===== src/rtl/assert_macros.svh =====
// ----------------------------------------------------------------------------
// assert_macros.svh
// Concurrent assertion macros shared by the tracker RTL.
// ----------------------------------------------------------------------------
`ifndef ASSERT_MACROS_SVH
`define ASSERT_MACROS_SVH

`ifndef NO_ASSERTIONS

// property must hold at every clock edge outside reset
`define ASSERT_PROP(lbl, clk, rst, prop) \
  lbl: assert property (@(posedge clk) disable iff (rst) prop) \
    else $error("assertion failed");

// expression must never be true outside reset
`define ASSERT_NEVER(lbl, clk, rst, expr) \
  lbl: assert property (@(posedge clk) disable iff (rst) !(expr)) \
    else $error("forbidden condition seen");

`else

`define ASSERT_PROP(lbl, clk, rst, prop)
`define ASSERT_NEVER(lbl, clk, rst, expr)

`endif

`endif


===== src/rtl/pmt_pkg.sv =====
// ----------------------------------------------------------------------------
// pmt_pkg
// Types and constants of the per-channel average and peak tracker.
// ----------------------------------------------------------------------------
package pmt_pkg;

  localparam int CHAN_W      = 4;
  localparam int SMP_W       = 25;
  localparam int CNT_W       = 32;
  localparam int QUEUE_DEPTH = 2;

  typedef logic signed [SMP_W-1:0] smp_t;

  // peak reset values: range extremes of a 25-bit signed sample
  localparam smp_t PEAK_MIN = {1'b1, {(SMP_W-1){1'b0}}};
  localparam smp_t PEAK_MAX = {1'b0, {(SMP_W-1){1'b1}}};

  typedef enum logic {
    OP_SAMPLE = 1'b0,
    OP_CLEAR  = 1'b1
  } op_t;

  // classified command handed from front to back
  typedef struct packed {
    op_t               op;
    logic              ok;
    logic [CHAN_W-1:0] chan;
    smp_t              sample;
  } cmd_t;

  // result word
  typedef struct packed {
    logic             dropped;
    logic [CNT_W-1:0] seen;
    smp_t             low;
    smp_t             high;
    smp_t             avg;
  } res_t;

endpackage


===== src/rtl/per_channel_iir_min_max_tracker_unit.sv =====
// Path: a result word reaches m_tvalid through the input hold register, the
// command queue and the output register after its input word is accepted.
// Throughput: one word per cycle sustained while m_tready stays high; each
// channel update is a combinational read-modify-write of flip-flop stores.
// Reset: synchronous rst clears averages to zero, peaks to the range extremes,
// the sample counter to zero, and empties the input register, queue and output.
// ----------------------------------------------------------------------------
// per_channel_iir_min_max_tracker_unit
// Per-channel half-step IIR average with running max/min, and one sample counter.
// ----------------------------------------------------------------------------
module per_channel_iir_min_max_tracker_unit
  import pmt_pkg::*;
#(
  parameter int NUM_CHANNELS = 16
) (
  input  logic         clk,
  input  logic         rst,
  // input stream
  input  logic         s_tvalid,
  output logic         s_tready,
  input  logic [31:0]  s_tdata,   // channel[3:0], sample[28:4], zero[31:29]
  input  logic         s_tuser,   // op[0]
  // result stream
  output logic         m_tvalid,
  input  logic         m_tready,
  output logic [111:0] m_tdata,   // average[24:0], peak_high[49:25],
                                  // peak_low[74:50], samples_seen[106:75],
                                  // zero[111:107]
  output logic         m_tuser    // dropped[0]
);

  logic push;
  cmd_t push_cmd;
  logic q_full;
  logic q_valid;
  cmd_t q_cmd;
  logic pop;
  res_t out_res;
  op_t  in_op;

  assign in_op = op_t'(s_tuser);

  // front: capture and classify
  pmt_front #(
    .NUM_CHANNELS(NUM_CHANNELS)
  ) u_front (
    .clk      (clk),
    .rst      (rst),
    .in_valid (s_tvalid),
    .in_ready (s_tready),
    .in_op    (in_op),
    .in_chan  (s_tdata[CHAN_W-1:0]),
    .in_sample(smp_t'(s_tdata[CHAN_W+SMP_W-1:CHAN_W])),
    .q_full   (q_full),
    .push     (push),
    .push_cmd (push_cmd)
  );

  // command queue
  pmt_queue u_queue (
    .clk     (clk),
    .rst     (rst),
    .push    (push),
    .push_cmd(push_cmd),
    .full    (q_full),
    .pop     (pop),
    .q_valid (q_valid),
    .q_cmd   (q_cmd)
  );

  // back: channel update and output register
  pmt_back #(
    .NUM_CHANNELS(NUM_CHANNELS)
  ) u_back (
    .clk      (clk),
    .rst      (rst),
    .q_valid  (q_valid),
    .q_cmd    (q_cmd),
    .pop      (pop),
    .out_valid(m_tvalid),
    .out_ready(m_tready),
    .out_res  (out_res)
  );

  // pack the result word
  assign m_tdata = {5'b0, out_res.seen, out_res.low, out_res.high, out_res.avg};
  assign m_tuser = out_res.dropped;

endmodule


===== src/rtl/pmt_queue.sv =====
// ----------------------------------------------------------------------------
// pmt_queue
// Small FIFO between the classifying front and the update back end.
// ----------------------------------------------------------------------------
`include "assert_macros.svh"

module pmt_queue
  import pmt_pkg::*;
(
  input  logic clk,
  input  logic rst,
  input  logic push,
  input  cmd_t push_cmd,
  output logic full,
  input  logic pop,
  output logic q_valid,
  output cmd_t q_cmd
);

  localparam int PTR_W = (QUEUE_DEPTH > 1) ? $clog2(QUEUE_DEPTH) : 1;
  localparam int CNT_QW = $clog2(QUEUE_DEPTH + 1);
  localparam logic [PTR_W-1:0] LAST_PTR = PTR_W'(QUEUE_DEPTH - 1);
  localparam logic [CNT_QW-1:0] FULL_CNT = CNT_QW'(QUEUE_DEPTH);

  cmd_t              slots [QUEUE_DEPTH];
  logic [PTR_W-1:0]  wr_ptr;
  logic [PTR_W-1:0]  rd_ptr;
  logic [CNT_QW-1:0] count;

  assign full    = (count == FULL_CNT);
  assign q_valid = (count != '0);
  assign q_cmd   = slots[rd_ptr];

  // storage
  always_ff @(posedge clk) begin
    if (push) begin
      slots[wr_ptr] <= push_cmd;
    end
  end

  // pointers and fill count
  always_ff @(posedge clk) begin
    if (rst) begin
      wr_ptr <= '0;
      rd_ptr <= '0;
      count  <= '0;
    end else begin
      if (push) begin
        wr_ptr <= (wr_ptr == LAST_PTR) ? '0 : wr_ptr + 1'b1;
      end
      if (pop) begin
        rd_ptr <= (rd_ptr == LAST_PTR) ? '0 : rd_ptr + 1'b1;
      end
      if (push && !pop) begin
        count <= count + 1'b1;
      end else if (pop && !push) begin
        count <= count - 1'b1;
      end
    end
  end

  `ASSERT_NEVER(a_push_when_full, clk, rst, push && full)
  `ASSERT_NEVER(a_pop_when_empty, clk, rst, pop && !q_valid)

endmodule


===== src/rtl/pmt_front.sv =====
// ----------------------------------------------------------------------------
// pmt_front
// Input stage: registers an incoming word, checks the channel range and
// hands the classified command to the queue.
// ----------------------------------------------------------------------------
module pmt_front
  import pmt_pkg::*;
#(
  parameter int NUM_CHANNELS = 16
) (
  input  logic              clk,
  input  logic              rst,
  input  logic              in_valid,
  output logic              in_ready,
  input  op_t               in_op,
  input  logic [CHAN_W-1:0] in_chan,
  input  smp_t              in_sample,
  input  logic              q_full,
  output logic              push,
  output cmd_t              push_cmd
);

  localparam logic [CHAN_W:0] CH_LIMIT = (CHAN_W+1)'(NUM_CHANNELS);

  logic hold_valid;
  cmd_t hold_cmd;
  logic take;

  assign push     = hold_valid && !q_full;
  assign push_cmd = hold_cmd;
  assign in_ready = !hold_valid || push;
  assign take     = in_valid && in_ready;

  // hold register valid flag
  always_ff @(posedge clk) begin
    if (rst) begin
      hold_valid <= 1'b0;
    end else if (take) begin
      hold_valid <= 1'b1;
    end else if (push) begin
      hold_valid <= 1'b0;
    end
  end

  // classify and capture the word
  always_ff @(posedge clk) begin
    if (take) begin
      hold_cmd.op     <= in_op;
      hold_cmd.ok     <= ({1'b0, in_chan} < CH_LIMIT);
      hold_cmd.chan   <= in_chan;
      hold_cmd.sample <= in_sample;
    end
  end

endmodule


===== src/rtl/pmt_back.sv =====
// ----------------------------------------------------------------------------
// pmt_back
// Update stage: read-modify-write of the channel average and peaks, the
// sample counter, and the output register.
// ----------------------------------------------------------------------------
`include "assert_macros.svh"

module pmt_back
  import pmt_pkg::*;
#(
  parameter int NUM_CHANNELS = 16
) (
  input  logic clk,
  input  logic rst,
  input  logic q_valid,
  input  cmd_t q_cmd,
  output logic pop,
  output logic out_valid,
  input  logic out_ready,
  output res_t out_res
);

  localparam int IDX_W = (NUM_CHANNELS > 1) ? $clog2(NUM_CHANNELS) : 1;

  smp_t             avg_store  [NUM_CHANNELS];
  smp_t             high_store [NUM_CHANNELS];
  smp_t             low_store  [NUM_CHANNELS];
  logic [CNT_W-1:0] counter;

  logic [IDX_W-1:0]  idx;
  smp_t              cur_avg;
  smp_t              cur_high;
  smp_t              cur_low;
  logic signed [SMP_W:0] sum;
  smp_t              avg_next;
  smp_t              high_next;
  smp_t              low_next;
  logic [CNT_W-1:0]  counter_next;
  logic              wr_en;
  res_t              res_next;

  assign pop = q_valid && (!out_valid || out_ready);
  assign idx = q_cmd.chan[IDX_W-1:0];

  assign cur_avg  = avg_store[idx];
  assign cur_high = high_store[idx];
  assign cur_low  = low_store[idx];

  // sign-extended sum; bits [SMP_W:1] give the floor of the half sum
  assign sum = {cur_avg[SMP_W-1], cur_avg} + {q_cmd.sample[SMP_W-1], q_cmd.sample};

  // new channel state and counter
  always_comb begin
    avg_next     = cur_avg;
    high_next    = cur_high;
    low_next     = cur_low;
    counter_next = counter;
    wr_en        = 1'b0;
    unique case (q_cmd.op)
      OP_SAMPLE: begin
        if (q_cmd.ok) begin
          wr_en        = 1'b1;
          avg_next     = sum[SMP_W:1];
          high_next    = (q_cmd.sample > cur_high) ? q_cmd.sample : cur_high;
          low_next     = (q_cmd.sample < cur_low) ? q_cmd.sample : cur_low;
          counter_next = counter + 1'b1;
        end
      end
      OP_CLEAR: begin
        counter_next = '0;
        if (q_cmd.ok) begin
          wr_en     = 1'b1;
          high_next = PEAK_MIN;
          low_next  = PEAK_MAX;
        end
      end
      default: begin
        wr_en = 1'b0;
      end
    endcase
  end

  // result word
  always_comb begin
    res_next.seen = counter_next;
    if (q_cmd.ok) begin
      res_next.dropped = 1'b0;
      res_next.avg     = avg_next;
      res_next.high    = high_next;
      res_next.low     = low_next;
    end else begin
      res_next.dropped = 1'b1;
      res_next.avg     = '0;
      res_next.high    = '0;
      res_next.low     = '0;
    end
  end

  // channel stores and counter
  always_ff @(posedge clk) begin
    if (rst) begin
      for (int i = 0; i < NUM_CHANNELS; i++) begin
        avg_store[i]  <= '0;
        high_store[i] <= PEAK_MIN;
        low_store[i]  <= PEAK_MAX;
      end
      counter <= '0;
    end else if (pop) begin
      if (wr_en) begin
        avg_store[idx]  <= avg_next;
        high_store[idx] <= high_next;
        low_store[idx]  <= low_next;
      end
      counter <= counter_next;
    end
  end

  // output register
  always_ff @(posedge clk) begin
    if (rst) begin
      out_valid <= 1'b0;
    end else if (pop) begin
      out_valid <= 1'b1;
    end else if (out_ready) begin
      out_valid <= 1'b0;
    end
  end

  always_ff @(posedge clk) begin
    if (pop) begin
      out_res <= res_next;
    end
  end

  `ASSERT_PROP(a_clear_zeroes_count, clk, rst,
    (pop && q_cmd.op == OP_CLEAR) |=> (out_valid && out_res.seen == '0))
  `ASSERT_PROP(a_sample_counts, clk, rst,
    (pop && q_cmd.op == OP_SAMPLE && q_cmd.ok) |=> (counter == $past(counter) + 1'b1))

endmodule


===== config.mk =====
export PLATFORM = sky130hd
export DESIGN_NAME = per_channel_iir_min_max_tracker_unit
export DESIGN_NICKNAME = d
export VERILOG_FILES = /design/src/rtl/pmt_pkg.sv /design/src/rtl/per_channel_iir_min_max_tracker_unit.sv /design/src/rtl/pmt_queue.sv /design/src/rtl/pmt_front.sv /design/src/rtl/pmt_back.sv
export VERILOG_INCLUDE_DIRS = /design/src /design/src/rtl
export SDC_FILE = /design/constraint.sdc
export NUM_CORES = 2
export LEC_CHECK = 0
export BUFFER_PORTS_ARGS = -buffer_cell sky130_fd_sc_hd__buf_4
export CAP_MARGIN = 20
export CORE_MARGIN = 5
export CORE_UTILIZATION = 35
export DETAILED_ROUTE_END_ITERATION = 10
export PLACE_DENSITY_LB_ADDON = 0.08
export SLEW_MARGIN = 0
export SYNTH_ARGS = -nofsm -noshare
export SYNTH_HDL_FRONTEND = slang
export SYNTH_SLANG_ARGS = --single-unit
export TNS_END_PERCENT = 50

===== constraint.sdc =====
create_clock -name clk -period 5.1 [get_ports clk]
set_input_delay 1.02 -clock clk [delete_from_list [all_inputs] [get_ports clk]]
set_output_delay 1.02 -clock clk [all_outputs]
set_load 0.05 [all_outputs]

# == After elaboration in Yosys (flattened, before gate mapping) ==
# Memory sizes are Yosys's and may differ from the RTL's. A register that Yosys moved wholly into a read port is not among the register bits.
# Cells that the tools add are included.
# totals
mem_bits_rw,1260
ff_bits,176
wordCells,88
n_memories,4
input_bits,37
# classes
n_reduce_logical,19
n_bitwise,1
n_lt_le_gt_ge,2
eq_ne,1
n_addsub,6
muxes,41
# memory_table
name,depth,width,rd,rd_ports_with_merged_regs,wr,line_no,rtl
u_back.avg_store,16,25,1,0,16,pmt_back.sv:25,smp_t avg_store [NUM_CHANNELS];
u_back.high_store,16,25,1,0,16,pmt_back.sv:26,smp_t high_store [NUM_CHANNELS];
u_back.low_store,16,25,1,0,16,pmt_back.sv:27,smp_t low_store [NUM_CHANNELS];
u_queue.slots,2,30,1,1,1,pmt_queue.sv:25,cmd_t slots [QUEUE_DEPTH];
# ops
operator,count
two-way mux 25 bit,11
one-hot mux 25 bit (2 select lines),2
OR reduction 25 bit,3
one-hot mux 32 bit (2 select lines),1
adder 32 x 1 -> 32 bit (second input constant),1
two-way mux 32 bit,1
adder 25 x 25 -> 26 bit,1
> comparator 25 bit,1
< comparator 25 bit,1
two-way mux 1 bit,21
two-way mux 4 bit,3
nonzero test 2 bit,4
logical AND 1 bit,5
logical NOT 1 bit,5
two-way mux 2 bit,2
adder 1 bit (second input constant),2
adder 2 x 1 -> 2 bit (second input constant),1
equality test 2 bit (second input constant),1
logical OR 1 bit,2
subtractor 2 x 1 -> 2 bit (second input constant),1
inverter 1 bit,1

# == Depth between registers and ports, before layout ==
# logic_depth
word_depth,8
ltp_mapped,24
mapped_depth_nobuf,15

# == Modules after synthesis ==
# From an unflattened synthesis, not the netlist that was laid out.
# hier_totals
cells_unflattened,4259
hier_area_um2,63233.1
# by_module_without_submodules
module,seq_area_each_um2,instances,cells_per_inst,area_each_um2
pmt_back,39938.3,1,4097,59796.1
pmt_queue,1961.9,1,118,2436.1
pmt_front,920.9,1,38,959.7
per_channel_iir_min_max_tracker_unit,0.0,1,6,41.3

# == Worst setup path after synthesis ==
# Ideal clock, no wire load.
# synth_path
path_kind,input-to-reg
start,in m_tready
end,reg u_back.out_res[0] (netlist name)
setup_time_ps,513
n_path_buf,1
setup_slack_ps,103
path_stages,4
arrival_time_ps,4484
cell_sequence,nand2b_1 o21ai_1 clkinv_1 clkbuf_1
# synth_via
elab_chain_len,2
# synth_rtl
item,line_no,rtl
"start, declared",per_channel_iir_min_max_tracker_unit.sv:25,"input logic m_tready,"
logical OR 1 bit,pmt_back.sv:42,assign pop = q_valid && (!out_valid || out_ready);
logical AND 1 bit,pmt_back.sv:42,
named net pop,per_channel_iir_min_max_tracker_unit.sv:37,logic pop;
# The timed path passes the listed nets, and every way through them passes these cells.
# A chain may end at the register's enable or synchronous reset.

==> qor.yml <==
pwr:
  switching_share_pct: 39.20
  p_int_uw: 29280
  net-switching-power_uw: 18880
  irDropWorstVdd_mv: 0.4430
  seqPwrFrac_pct: 30.0
  p_leak_uw: 0.02586
  power_density_nw_per_um2: 626.0
  combPwrFrac_pct: 45.8
  clockPowerShare_pct: 24.3
  p_total_uw: 48160
finish:
  final_cells: 7425
  area_growth_pct: 20.25
  fin_area_um2: 76930
  antenna_cells: 0
  mostFrequentLayoutCells: "edfxtp_1, nor2_1, nand2_1"
  final_nets: 5019
  final_common_cell: "edfxtp_1"
  drive_gt1_share_pct: 26.69
placed_design:
  dp.cells: 7106
  dpl_cell_area_um2: 71300
  io_buffers: 142
  dpl_worst_slack_ns: -0.1100
  dp_hpwl_um: 131300
  place_congestion: 0.8094
clock_tree:
  cts.sinks: 1436
  cts_htree_levels: 4
  clk_latency_ns: 0.82
  cts_buffers: 162
  clock_path_buffers: 3
  root_buffer: "clkbuf_16"
  cts_hold_buffers: 0
  path_clk_slew_ns: 0.06
  cts_tree: "built"
synthesis:
  synth_edf_count: 1397
  ys_seq_elements: 1436
  seq_area_frac_synth_pct: 66.79
  avgSynthCellArea_um2: 14.21
  synth.area.mux_share_pct: 11.44
  async_reset_ff_share_pct: 0
  ys.flop_type: "edfxtp_1"
  netlist_instances: 4501
  synth_compound_area_share_pct: 5.094
  synthSimpleGateAreaFrac_pct: 11.15
  ys_types: 86
  synthAdderAreaFrac_pct: 1.498
  yosys.area_share.xor_xnor_pct: 0.6023
  synth_top_family_by_area: "multiplexers"
  syn-cell-area_um2: 63980
  yosysWarnings: 0
routing:
  antenna_left: 0
  firstDrtPassIters: 7
  drt_iter0_markers: 3870
  drc_errors: 0
  wl_met1_um: 94780
  route.met2.wl_um: 105800
  via_per_inst: 5.407
  wl_per_cell_um: 29.76
  topRoutingLayerUsed: "met4"
  wl_met3_um: 14910
  routed_wl_um: 220900
  vias: 40150
timing:
  finalCritPeriodShare_pct: 97.00
  max-slew-margin-rel_pct: 28.21
  post-route-min-period_ns: 4.947
  slew_violations: 0
  fin_skew_ns: 0.05083
  whs_ns: 0.3704
  max_freq_mhz: 202.2
  setup_slack_ns: 0.1532
  report.final.hold_viol_count: 0
  setup_viol: 0
  tightest_slew_ns: 1.077
critical_path:
  end_kind: "flip-flop"
  crit_fanout: 13
  start_kind: "flip-flop"
  cp_top_family: "buffers and inverters"
  crit_type: "flip-flop to flip-flop"
  cp.arrival_ns: 5.48
  crit_top_cell: "buf_12"
  cp_slowest_cell: "mux4_2"
  cp_num_buf_inv: 8
  slowest_delay_ns: 0.43
  path_cells: "mux2_8 -> buf_12 -> buf_12 -> buf_4 -> mux4_2 -> a22o_1 -> a221oi_1 -> buf_4 -> ha_1 -> a21o_1 -> a221oi_1 -> o211a_1 -> buf_12 -> nand4b_1 -> buf_6 -> nand2_1 -> mux2i_4 -> buf_12 -> buf_12 -> nor2_1"
  cp.required_ns: 5.63
run:
  drv_cap: 0
grt:
  antenna_found_initial: 2
  grt_usage_pct: 22.85
  grt_pass1_wl_um: 311400
  grt_start_max_net_pins: 74
  grt_pass1_vias: 40717
  grt_remaining_overflow: 0
floorplan:
  die_w_um: 437.6
  rows: 157
  die_h_um: 437.6
  core-area_um2: 182500
  start_util_pct: 35.06
  pin_count: 152
  die_area_um2: 191500
worst_hold_path:
  hold_class: "input pin to flip-flop"
run_status:
  status: "finished clean"
==> kinds of logic (layout without fill, tap and decap cells) <==
| kind of cell | Yosys count | count (layout) |
|---|---|---|
| compound gates | 437 | 437 |
| xor+xnor | 44 | 44 |
| fa+ha+maj | 76 | 76 |
| buf+inv | 435 | 967 |
| flops | 1436 | 1436 |
| mux | 349 | 351 |
| other cells | 1 | 6 |
| simple gates | 1723 | 1723 |
==> worst register-to-register path: cells and delay by family (launching register included) <==
kind / cells / cell delay, ns
AOI/OAI and AO/OA: 5 / 1.13
adders and majority gates: 1 / 0.27
buffers and inverters: 8 / 1.34
DFF: 1 / 0.40
muxes: 3 / 1.12
and+or+nand+nor: 3 / 0.41
==> layout make-up <==
type | instances | area [µm²]
Clock buffer | 208 | 4329
Timing Repair Buffer | 601 | 5997
Sequential cell | 1436 | 42730
Tap cell | 2385 | 2984
Multi-Input combinational cell | 2637 | 19700
Fill cell | 16639 | 105600
Inverter | 68 | 262.8
Clock inverter | 90 | 927.1
==> path summary, 6_finish.rpt <==
check,slack (ns),depth (start not counted),from,end
max,0.15,20,flip-flop,u_back.low_store[9][24]
min,0.37,1,s_tdata[4],u_front.push_cmd[0]
max reg2reg,0.15,20,flip-flop,u_back.low_store[9][24]
min reg2reg,0.44,0,u_front.push_cmd[28],u_queue.slots[0][28]
==> per-stage QoR <==
stage                     setup TNS, ns  utilization, %
after floorplan                       0               -
after detailed placement         -13.17           39.07
final                                 0           42.16
after CTS                             0           42.02
after global placement           -2.940           39.07
after global routing           -0.06933           42.16
==> power by group through the flow <==
stage | Sequential (µW) | Clock [µW] | Combinational, µW
2_1_floorplan | 16000 | 0 | 10800
3_3_place_gp | 14700 | 0 | 21900
3_5_place_dp | 14700 | 0 | 21900
4_1_cts | 14400 | 11900 | 22100
5_1_grt | 14500 | 12500 | 23500
6_report | 14400 | 11700 | 22000
==> layer usage <==
metal | vias to the layer above | global-route usage [%]
met4 | 0 | 6.055
met5 | - | 0
li1 | 17550 | -
met2 | 1384 | 37.10
met1 | 20936 | 31.51
met3 | 280 | 4.598
==> Yosys cell counts, types with 19 or more instances <==
cell,n,area share (%)
nor2b_1,25,0.24
inv_1,65,0.38
a221oi_2,21,0.49
nand3_1,44,0.34
nand2b_1,36,0.35
nor2_1,900,5.3
a21o_1,27,0.32
o22ai_1,55,0.54
o21ai_0,27,0.21
nand2_1,557,3.3
clkbuf_1,141,0.83
a31o_2,19,0.26
dfxtp_1,39,1.2
a21oi_2,20,0.27
or3_1,21,0.21
ha_1,75,1.5
xor2_1,31,0.42
mux4_2,292,10
a21oi_1,112,0.88
nand4_1,50,0.49
buf_2,119,0.93
a22o_1,33,0.45
mux2_2,27,0.48
edfxtp_1,1397,66
nor3_1,26,0.20
buf_4,77,0.90
==> state kept, by name, indices dropped and copies added (netlist names), named ones only <==
register	count
u_back.avg_store	400
u_back.high_store	400
u_back.low_store	400
u_back.out_res	107
u_queue.slots	60
u_back.counter	32
u_front.push_cmd	30
u_queue.count	2
u_back.out_valid	1
u_front.hold_valid	1
u_queue.rd_ptr	1
u_queue.wr_ptr	1
==> repair_timing <==
item                                   4_1_cts  5_1_grt
pin swaps                                    0        2
endpoints found under the hold margin        0        0
gates resized for setup                      5       15
setup endpoints to repair                  586      909
buffers inserted                             7       11
cloned                                       1        2
No activity file was read; power rests on OpenSTA's default activity.
